===== src/rwcp_pkg.sv =====
// ============================================================================
// rwcp_pkg - shared definitions for the RIFF/WAVE chunk parser
// Role and chunk kind codes, tag constants, header pattern, result record.
// ============================================================================
package rwcp_pkg;

    localparam int SizeBytes = 4;
    localparam int TagLen    = 4;
    localparam int HeaderLen = 12;

    localparam logic [2:0] ROLE_HEADER  = 3'd0;
    localparam logic [2:0] ROLE_TAG     = 3'd1;
    localparam logic [2:0] ROLE_SIZE    = 3'd2;
    localparam logic [2:0] ROLE_PAYLOAD = 3'd3;
    localparam logic [2:0] ROLE_IGNORED = 3'd4;

    localparam logic [2:0] KIND_NONE    = 3'd0;
    localparam logic [2:0] KIND_FMT     = 3'd1;
    localparam logic [2:0] KIND_DATA    = 3'd2;
    localparam logic [2:0] KIND_FACT    = 3'd3;
    localparam logic [2:0] KIND_LIST    = 3'd4;
    localparam logic [2:0] KIND_UNKNOWN = 3'd5;

    localparam logic [31:0] FOURCC_FMT  = 32'h666D_7420; // "fmt "
    localparam logic [31:0] FOURCC_DATA = 32'h6461_7461; // "data"
    localparam logic [31:0] FOURCC_FACT = 32'h6661_6374; // "fact"
    localparam logic [31:0] FOURCC_LIST = 32'h4C49_5354; // "LIST"

    localparam logic [7:0] CH_R = 8'h52;
    localparam logic [7:0] CH_I = 8'h49;
    localparam logic [7:0] CH_F = 8'h46;
    localparam logic [7:0] CH_W = 8'h57;
    localparam logic [7:0] CH_A = 8'h41;
    localparam logic [7:0] CH_V = 8'h56;
    localparam logic [7:0] CH_E = 8'h45;

    typedef struct packed {
        logic [7:0]  byte_value;
        logic [2:0]  role;
        logic [2:0]  chunk_kind;
        logic [31:0] payload_offset;
        logic        chunk_end;
        logic        header_ok;
        logic        last_out;
    } result_t;

    function automatic logic [2:0] classify_tag(input logic [31:0] tag);
        logic [2:0] kind;
        unique case (tag)
            FOURCC_FMT:  kind = KIND_FMT;
            FOURCC_DATA: kind = KIND_DATA;
            FOURCC_FACT: kind = KIND_FACT;
            FOURCC_LIST: kind = KIND_LIST;
            default:     kind = KIND_UNKNOWN;
        endcase
        return kind;
    endfunction

    // expected header byte; the RIFF size bytes 4-7 are not compared
    function automatic logic [7:0] header_byte(input logic [3:0] idx);
        logic [7:0] ch;
        unique case (idx)
            4'd0:    ch = CH_R;
            4'd1:    ch = CH_I;
            4'd2:    ch = CH_F;
            4'd3:    ch = CH_F;
            4'd8:    ch = CH_W;
            4'd9:    ch = CH_A;
            4'd10:   ch = CH_V;
            4'd11:   ch = CH_E;
            default: ch = 8'h00;
        endcase
        return ch;
    endfunction

    function automatic logic header_checked(input logic [3:0] idx);
        return (idx < 4'd4) || (idx >= 4'd8);
    endfunction

endpackage


===== src/riff_wave_chunk_parser_unit.sv =====
// ============================================================================
// riff_wave_chunk_parser_unit - RIFF/WAVE byte stream chunk parser
// Checks the RIFF/WAVE header, walks tag/size/payload chunks and labels
// every byte with its role, chunk kind and payload offset.
// ============================================================================
//
//  channel | direction | ports                          | moves
//  --------+-----------+--------------------------------+-------------------
//  s_      | in        | s_valid s_ready s_data_byte    | one file byte per
//          |           | s_last_byte                    | request
//  m_      | out       | m_valid m_ready m_byte_value   | one labelled byte
//          |           | m_role m_chunk_kind ...        | per request
//
//  One byte per clock while m_ready holds; a request passes from input to
//  output through the input register, then labelling logic into the result register.
//  The walker state updates as a byte moves from the input register into the
//  result register, so consecutive bytes follow back to back.
//  Reset: synchronous, active low; walker starts in the header phase.
//  A stalled m_ side holds the result register; the input register keeps
//  taking a request as long as its byte can move on in the same cycle.
//
module riff_wave_chunk_parser_unit (
    input  logic        aclk,
    input  logic        aresetn,
    input  logic        s_valid,
    output logic        s_ready,
    input  logic [7:0]  s_data_byte,
    input  logic        s_last_byte,
    output logic        m_valid,
    input  logic        m_ready,
    output logic [7:0]  m_byte_value,
    output logic [2:0]  m_role,
    output logic [2:0]  m_chunk_kind,
    output logic [31:0] m_payload_offset,
    output logic        m_chunk_end,
    output logic        m_header_ok,
    output logic        m_last_out
);
    import rwcp_pkg::*;

    // input register
    logic       in_valid_reg;
    logic [7:0] in_byte_reg;
    logic       in_last_reg;

    // result register
    logic       out_valid_reg;
    result_t    out_result_reg;

    result_t    walk_result;
    logic       advance;

    // byte moves from input register to result register
    assign advance = in_valid_reg && (!out_valid_reg || m_ready);
    assign s_ready = !in_valid_reg || advance;

    rwcp_walker u_walker (
        .aclk      (aclk),
        .aresetn   (aresetn),
        .step      (advance),
        .data_byte (in_byte_reg),
        .last_byte (in_last_reg),
        .result    (walk_result)
    );

    always_ff @(posedge aclk) begin
        if (!aresetn) begin
            in_valid_reg  <= 1'b0;
            out_valid_reg <= 1'b0;
        end else begin
            if (s_ready) begin
                in_valid_reg <= s_valid;
            end
            if (advance) begin
                out_valid_reg <= 1'b1;
            end else if (m_ready) begin
                out_valid_reg <= 1'b0;
            end
        end
        // payload, no reset needed
        if (s_ready) begin
            in_byte_reg <= s_data_byte;
            in_last_reg <= s_last_byte;
        end
        if (advance) begin
            out_result_reg <= walk_result;
        end
    end

    assign m_valid          = out_valid_reg;
    assign m_byte_value     = out_result_reg.byte_value;
    assign m_role           = out_result_reg.role;
    assign m_chunk_kind     = out_result_reg.chunk_kind;
    assign m_payload_offset = out_result_reg.payload_offset;
    assign m_chunk_end      = out_result_reg.chunk_end;
    assign m_header_ok      = out_result_reg.header_ok;
    assign m_last_out       = out_result_reg.last_out;

`ifndef SYNTHESIS
    a_payload_known_kind: assert property (@(posedge aclk) disable iff (!aresetn)
        (m_valid && m_role == ROLE_PAYLOAD) |->
            (m_chunk_kind != KIND_NONE && m_chunk_kind != KIND_UNKNOWN))
        else $error("payload byte without a known chunk kind");

    a_offset_only_payload: assert property (@(posedge aclk) disable iff (!aresetn)
        (m_valid && m_role != ROLE_PAYLOAD) |-> (m_payload_offset == 32'd0))
        else $error("nonzero offset outside payload");

    a_end_role: assert property (@(posedge aclk) disable iff (!aresetn)
        (m_valid && m_chunk_end) |-> (m_role == ROLE_PAYLOAD || m_role == ROLE_SIZE))
        else $error("chunk end on a byte that is neither size nor payload");

    a_ignored_good_header: assert property (@(posedge aclk) disable iff (!aresetn)
        (m_valid && m_role == ROLE_IGNORED && m_header_ok) |->
            (m_chunk_kind == KIND_UNKNOWN))
        else $error("ignored byte after good header without unknown tag");
`endif

endmodule


===== src/rwcp_walker.sv =====
// ============================================================================
// rwcp_walker - chunk walker state and per-byte labelling
// Labels the byte on its input combinationally; state advances on step.
// ============================================================================
module rwcp_walker (
    input  logic             aclk,
    input  logic             aresetn,
    input  logic             step,
    input  logic [7:0]       data_byte,
    input  logic             last_byte,
    output rwcp_pkg::result_t result
);
    import rwcp_pkg::*;

    typedef enum logic [2:0] {
        PH_HEADER,
        PH_TAG,
        PH_SIZE,
        PH_PAYLOAD,
        PH_IGNORED
    } phase_t;

    phase_t      phase_reg, phase_next;
    logic [3:0]  fc_reg, fc_next;
    logic [23:0] tag_reg, tag_next;      // only the last three tag bytes matter
    logic [31:0] size_reg, size_next;
    logic [31:0] left_reg, left_next;
    logic [31:0] pos_reg, pos_next;
    logic [2:0]  kind_reg, kind_next;
    logic        good_reg, good_next;

    always_comb begin
        logic [3:0]  idx;
        logic [3:0]  fc_inc;
        logic [31:0] tag_full;
        logic [31:0] size_acc;
        logic [31:0] left_dec;
        logic [2:0]  kind_new;
        logic [2:0]  role;
        logic [31:0] offset;
        logic        chunk_end;

        phase_next = phase_reg;
        fc_next    = fc_reg;
        tag_next   = tag_reg;
        size_next  = size_reg;
        left_next  = left_reg;
        pos_next   = pos_reg;
        kind_next  = kind_reg;
        good_next  = good_reg;
        role       = ROLE_IGNORED;
        offset     = '0;
        chunk_end  = 1'b0;
        idx        = (fc_reg >= 4'(HeaderLen)) ? 4'(HeaderLen - 1) : fc_reg;
        fc_inc     = fc_reg + 4'd1;
        tag_full   = {tag_reg, data_byte};
        kind_new   = classify_tag(tag_full);
        size_acc   = size_reg | (32'(data_byte) << {fc_reg[1:0], 3'b000});
        left_dec   = left_reg - 32'd1;

        unique case (phase_reg)
            PH_HEADER: begin
                role = ROLE_HEADER;
                if (header_checked(idx) && (data_byte != header_byte(idx))) begin
                    good_next = 1'b0;
                end
                if (idx == 4'(HeaderLen - 1)) begin
                    phase_next = good_next ? PH_TAG : PH_IGNORED;
                    fc_next    = '0;
                end else begin
                    fc_next = idx + 4'd1;
                end
            end
            PH_TAG: begin
                role     = ROLE_TAG;
                tag_next = tag_full[23:0];
                fc_next  = fc_inc;
                if (fc_inc >= 4'(TagLen)) begin
                    fc_next   = '0;
                    kind_next = kind_new;
                    if (kind_new == KIND_UNKNOWN) begin
                        phase_next = PH_IGNORED;
                    end else begin
                        phase_next = PH_SIZE;
                        size_next  = '0;
                    end
                end
            end
            PH_SIZE: begin
                role      = ROLE_SIZE;
                size_next = size_acc;
                fc_next   = fc_inc;
                if (fc_inc >= 4'(SizeBytes)) begin
                    fc_next   = '0;
                    pos_next  = '0;
                    left_next = size_acc;
                    tag_next  = '0;
                    if (size_acc == 32'd0) begin
                        chunk_end  = 1'b1;
                        phase_next = PH_TAG;
                    end else begin
                        phase_next = PH_PAYLOAD;
                    end
                end
            end
            PH_PAYLOAD: begin
                role      = ROLE_PAYLOAD;
                offset    = pos_reg;
                pos_next  = pos_reg + 32'd1;
                left_next = left_dec;
                if (left_dec == 32'd0) begin
                    chunk_end  = 1'b1;
                    phase_next = PH_TAG;
                    fc_next    = '0;
                    tag_next   = '0;
                end
            end
            default: begin
                role = ROLE_IGNORED;
            end
        endcase

        result.byte_value     = data_byte;
        result.role           = role;
        result.chunk_kind     = kind_next;
        result.payload_offset = offset;
        result.chunk_end      = chunk_end;
        result.header_ok      = (phase_next != PH_HEADER) && good_next;
        result.last_out       = last_byte;

        // end of file: walker back to its reset state for the next file
        if (last_byte) begin
            phase_next = PH_HEADER;
            fc_next    = '0;
            tag_next   = '0;
            size_next  = '0;
            left_next  = '0;
            pos_next   = '0;
            kind_next  = KIND_NONE;
            good_next  = 1'b1;
        end
    end

    always_ff @(posedge aclk) begin
        if (!aresetn) begin
            phase_reg <= PH_HEADER;
            fc_reg    <= '0;
            tag_reg   <= '0;
            size_reg  <= '0;
            left_reg  <= '0;
            pos_reg   <= '0;
            kind_reg  <= KIND_NONE;
            good_reg  <= 1'b1;
        end else if (step) begin
            phase_reg <= phase_next;
            fc_reg    <= fc_next;
            tag_reg   <= tag_next;
            size_reg  <= size_next;
            left_reg  <= left_next;
            pos_reg   <= pos_next;
            kind_reg  <= kind_next;
            good_reg  <= good_next;
        end
    end

`ifndef SYNTHESIS
    a_payload_left_nonzero: assert property (@(posedge aclk) disable iff (!aresetn)
        (phase_reg == PH_PAYLOAD) |-> (left_reg != 32'd0))
        else $error("payload phase with no bytes left");

    a_header_count_range: assert property (@(posedge aclk) disable iff (!aresetn)
        (phase_reg == PH_HEADER) |-> (fc_reg < 4'(HeaderLen)))
        else $error("header byte count out of range");

    a_field_count_range: assert property (@(posedge aclk) disable iff (!aresetn)
        (phase_reg == PH_TAG || phase_reg == PH_SIZE) |-> (fc_reg < 4'(TagLen)))
        else $error("tag/size byte count out of range");
`endif

endmodule

===== config.mk =====
export PLATFORM = sky130hd
export DESIGN_NAME = riff_wave_chunk_parser_unit
export DESIGN_NICKNAME = d
export VERILOG_FILES = /design/src/rwcp_pkg.sv /design/src/riff_wave_chunk_parser_unit.sv /design/src/rwcp_walker.sv
export SDC_FILE = /design/constraint.sdc
export NUM_CORES = 1
export LEC_CHECK = 0
export ABC_AREA = 1
export BUFFER_PORTS_ARGS = -buffer_cell sky130_fd_sc_hd__buf_2
export CAP_MARGIN = 20
export CORE_MARGIN = 5
export CORE_UTILIZATION = 42
export CTS_CLUSTER_DIAMETER = 80
export CTS_CLUSTER_SIZE = 25
export DETAILED_ROUTE_END_ITERATION = 10
export PLACE_DENSITY = 0.65
export SLEW_MARGIN = 15
export SYNTH_ARGS = -nofsm -noshare
export SYNTH_HDL_FRONTEND = slang
export SYNTH_HIERARCHICAL = 1
export SYNTH_SLANG_ARGS = --single-unit
export TNS_END_PERCENT = 1

===== constraint.sdc =====
create_clock -name aclk -period 5.75 [get_ports aclk]
set_input_delay 0.575 -clock aclk [delete_from_list [all_inputs] [get_ports aclk]]
set_output_delay 0.575 -clock aclk [all_outputs]
set_load 0.02 [all_outputs]

==> impl_metrics.ini <==
[global_route]
track_usage_pct = 19.6
grt_pass1_wl_um = 45900
grt_max_degree = 57
grt_overflow = 0
grt_antenna_before_repair = 1
first_global_vias = 8911

[yosys]
syn_nets = 1533
synth_top_area_share_pct = 25.2
synth_seq_cells = 191
synth_seq_area_share_pct = 41.7
synth_cell_types = 42
yosysTopAreaCell = dfxtp_1
netlist_instances = 1511
synth.avg_cell_area_um2 = 6.98
ys_warn_count = 6
yosys-top-cells-area = dfxtp_1, edfxtp_1, nand2_1
syn_area_um2 = 10600

[setup_path]
path_cells = inv_2, nor2_4, inv_1, nor2_2, inv_2, nor2_2, inv_1, nand2_1, nand2_1, inv_2, o21ai_0, a21oi_1
startpoint_type = flip-flop
path_class = reg -> reg
end_kind = flip-flop
required_ps = 6120
crit_top_cell = inv_2
max_stage_delay_ps = 700
critPathArrivalTime_ps = 4260
r2r_start = u_walker/phase_reg[1]
crit_start = u_walker/phase_reg[1]
slowest_stage = nor2_2
path_max_fanout = 54

[timing]
max_freq_mhz = 258
fin_skew_ps = 14.0
tightest_slew_ps = 1010
drv_slew = 0
slew_headroom_pct = 32.6
period_share_pct = 67.5
min_period_ps = 3880
hold_viol = 0
setup_viol = 0
finalSetupTns_ps = 0
rsz0062_at_grt = no

[route]
ant_nets = 0
wl_per_cell_um = 15.2
wirelength_um = 28400
drcViolationCount = 0
drt_iter0_drc = 987
drt-pass1-iter-count = 6
routed-via-count = 9877
vias_per_cell = 5.30

[layout]
final_common_cell = nand2_1
final_util_pct = 46.4
finalInstanceArea_um2 = 11600
drive_gt1_share_pct = 9.51
diodes = 0
fin_nets = 1544
fill_cells = 2597
layout_common_cells = nand2_1, nor2_1, inv_1, dfxtp_1, a21oi_1
area_delta_synth_final_pct = 9.65

[power_and_ir_drop]
clock_power_share_pct = 38.1
ir_worst_vdd_mv = 0.189
switching_share_pct = 31.7
power_frac_comb_pct = 15.4
power.switching_uw = 1010
leakage_uw = 0.00461
p_int_uw = 2170
seqPwrFrac_pct = 46.5
power.density_nw_per_um2 = 274

[floorplanning]
die-area_um2 = 28400
die_x_um = 169
coreArea_um2 = 25000
rows = 58
start_util_pct = 42.3
die_h_um = 169
top_level_ports = 64

[clock_network]
cts_tree = built
postCtsHoldBufs = 0
ctsRootBufferMaster = clkbuf_16
clock_latency_ps = 440
ctsResizeCount = 0
cts_buffers = 17
clock_sinks = 191
htreeDepth = 4
clock_path_buffers = 2
post_cts_buffers = 0
path_clk_slew_ps = 80

[min_path]
min_path_type = in -> reg
worstHoldStart = s_data_byte[5]

[placed_design]
place.gp.congestion = 0.885
dp_hpwl_um = 19800
postPlaceCellArea_um2 = 11000
io_buffers = 63

[outcome]
status = finished clean

[run]
maxCapViolCount = 0
==> power groups by stage <==
stage	logic, µW	registers [µW]	clock network [µW]
3_5_place_dp	480	1510	0
5_1_grt	546	1480	1290
3_3_place_gp	473	1510	0
2_1_floorplan	364	1500	0
6_report	490	1480	1210
4_1_cts	483	1480	1230
==> cells by family after synthesis <==
| family | after synthesis | share of synthesized area, % |
|---|---|---|
| and+or+nand+nor | 787 | 32.1 |
| buffers and inverters | 261 | 10.4 |
| AOI/OAI and AO/OA | 248 | 13.4 |
| DFF | 191 | 41.7 |
| xor gates and xnor gates | 15 | 1.32 |
| adders and majority gates | 9 | 1.07 |
==> worst max-delay path: cells and delay by family (launching register included) <==
family,cells,cell delay [ps]
buffers and inverters,5,1380
flip-flops,1,410
AND/OR/NAND/NOR,5,1750
AO/OA/AOI/OAI,2,260
==> metal layers <==
layer  track usage, %  up-vias  share of wire, %
met4             4.90        2               1.1
met2             29.5      288                44
li1                 -     4984                 -
met3             3.22       35               5.8
met1             29.3     4568                49
met5                0        -             0.046
==> cell type report <==
type	count	area, µm²	area share [%]
Multi-Input combinational cell	1059	5070	43.8
Sequential cell	191	4400	38.1
Inverter	182	683	5.90
Clock buffer	17	425	3.68
Tap cell	330	413	3.57
Timing Repair Buffer	71	395	3.42
Clock inverter	15	181	1.57
==> cell usage after synthesis <==
master and n:
a21oi_2 1, nand2_2 5, ha_1 9, o211ai_1 21, clkinv_1 1, dfxtp_1 133, nor4_1 8, xor2_1 12
inv_2 10, nor3b_1 2, nor3_1 43, o21ai_0 48, nor2_2 11, nand3_1 98, xor2_2 1, nand3_2 3
a21boi_0 1, nor2_4 6, o22ai_1 9, edfxtp_1 58, inv_1 171, a31oi_1 10, and2_1 1, a221oi_1 2
buf_1 6, xnor2_1 2, nor3_2 1, a32oi_1 2, or2_2 3, or4_1 1, a21oi_1 122, nand4_1 35
nor2_1 217, clkbuf_1 35, buf_4 9, buf_6 7, o21ai_1 3, nand2_1 347, a211oi_1 28, o2111ai_1 1
nand3b_1 6, buf_2 22
==> through the flow <==
stage | power (µW) | setup WS, ps | cells | hold WS, ps
floorplan | 1860 | 692 | 1511 | 430
global placement | 1980 | 2030 | 1832 | 441
detailed placement | 1990 | 1840 | 1833 | 446
CTS | 3190 | 1830 | 1865 | 293
global route | 3320 | 1440 | 1865 | 289
finish | 3180 | 1870 | 1865 | 305
==> path summary, 6_finish.rpt <==
kind	to	slack, ps	cells past startpoint
worst min-delay path	in_byte_reg[5]	300	1
worst max-delay path	u_walker/pos_reg[5]	1870	12
worst min register to register	u_walker/size_reg[30]	460	2
worst max register to register	u_walker/pos_reg[5]	1870	12
No activity file was read; power rests on OpenSTA's default activity.
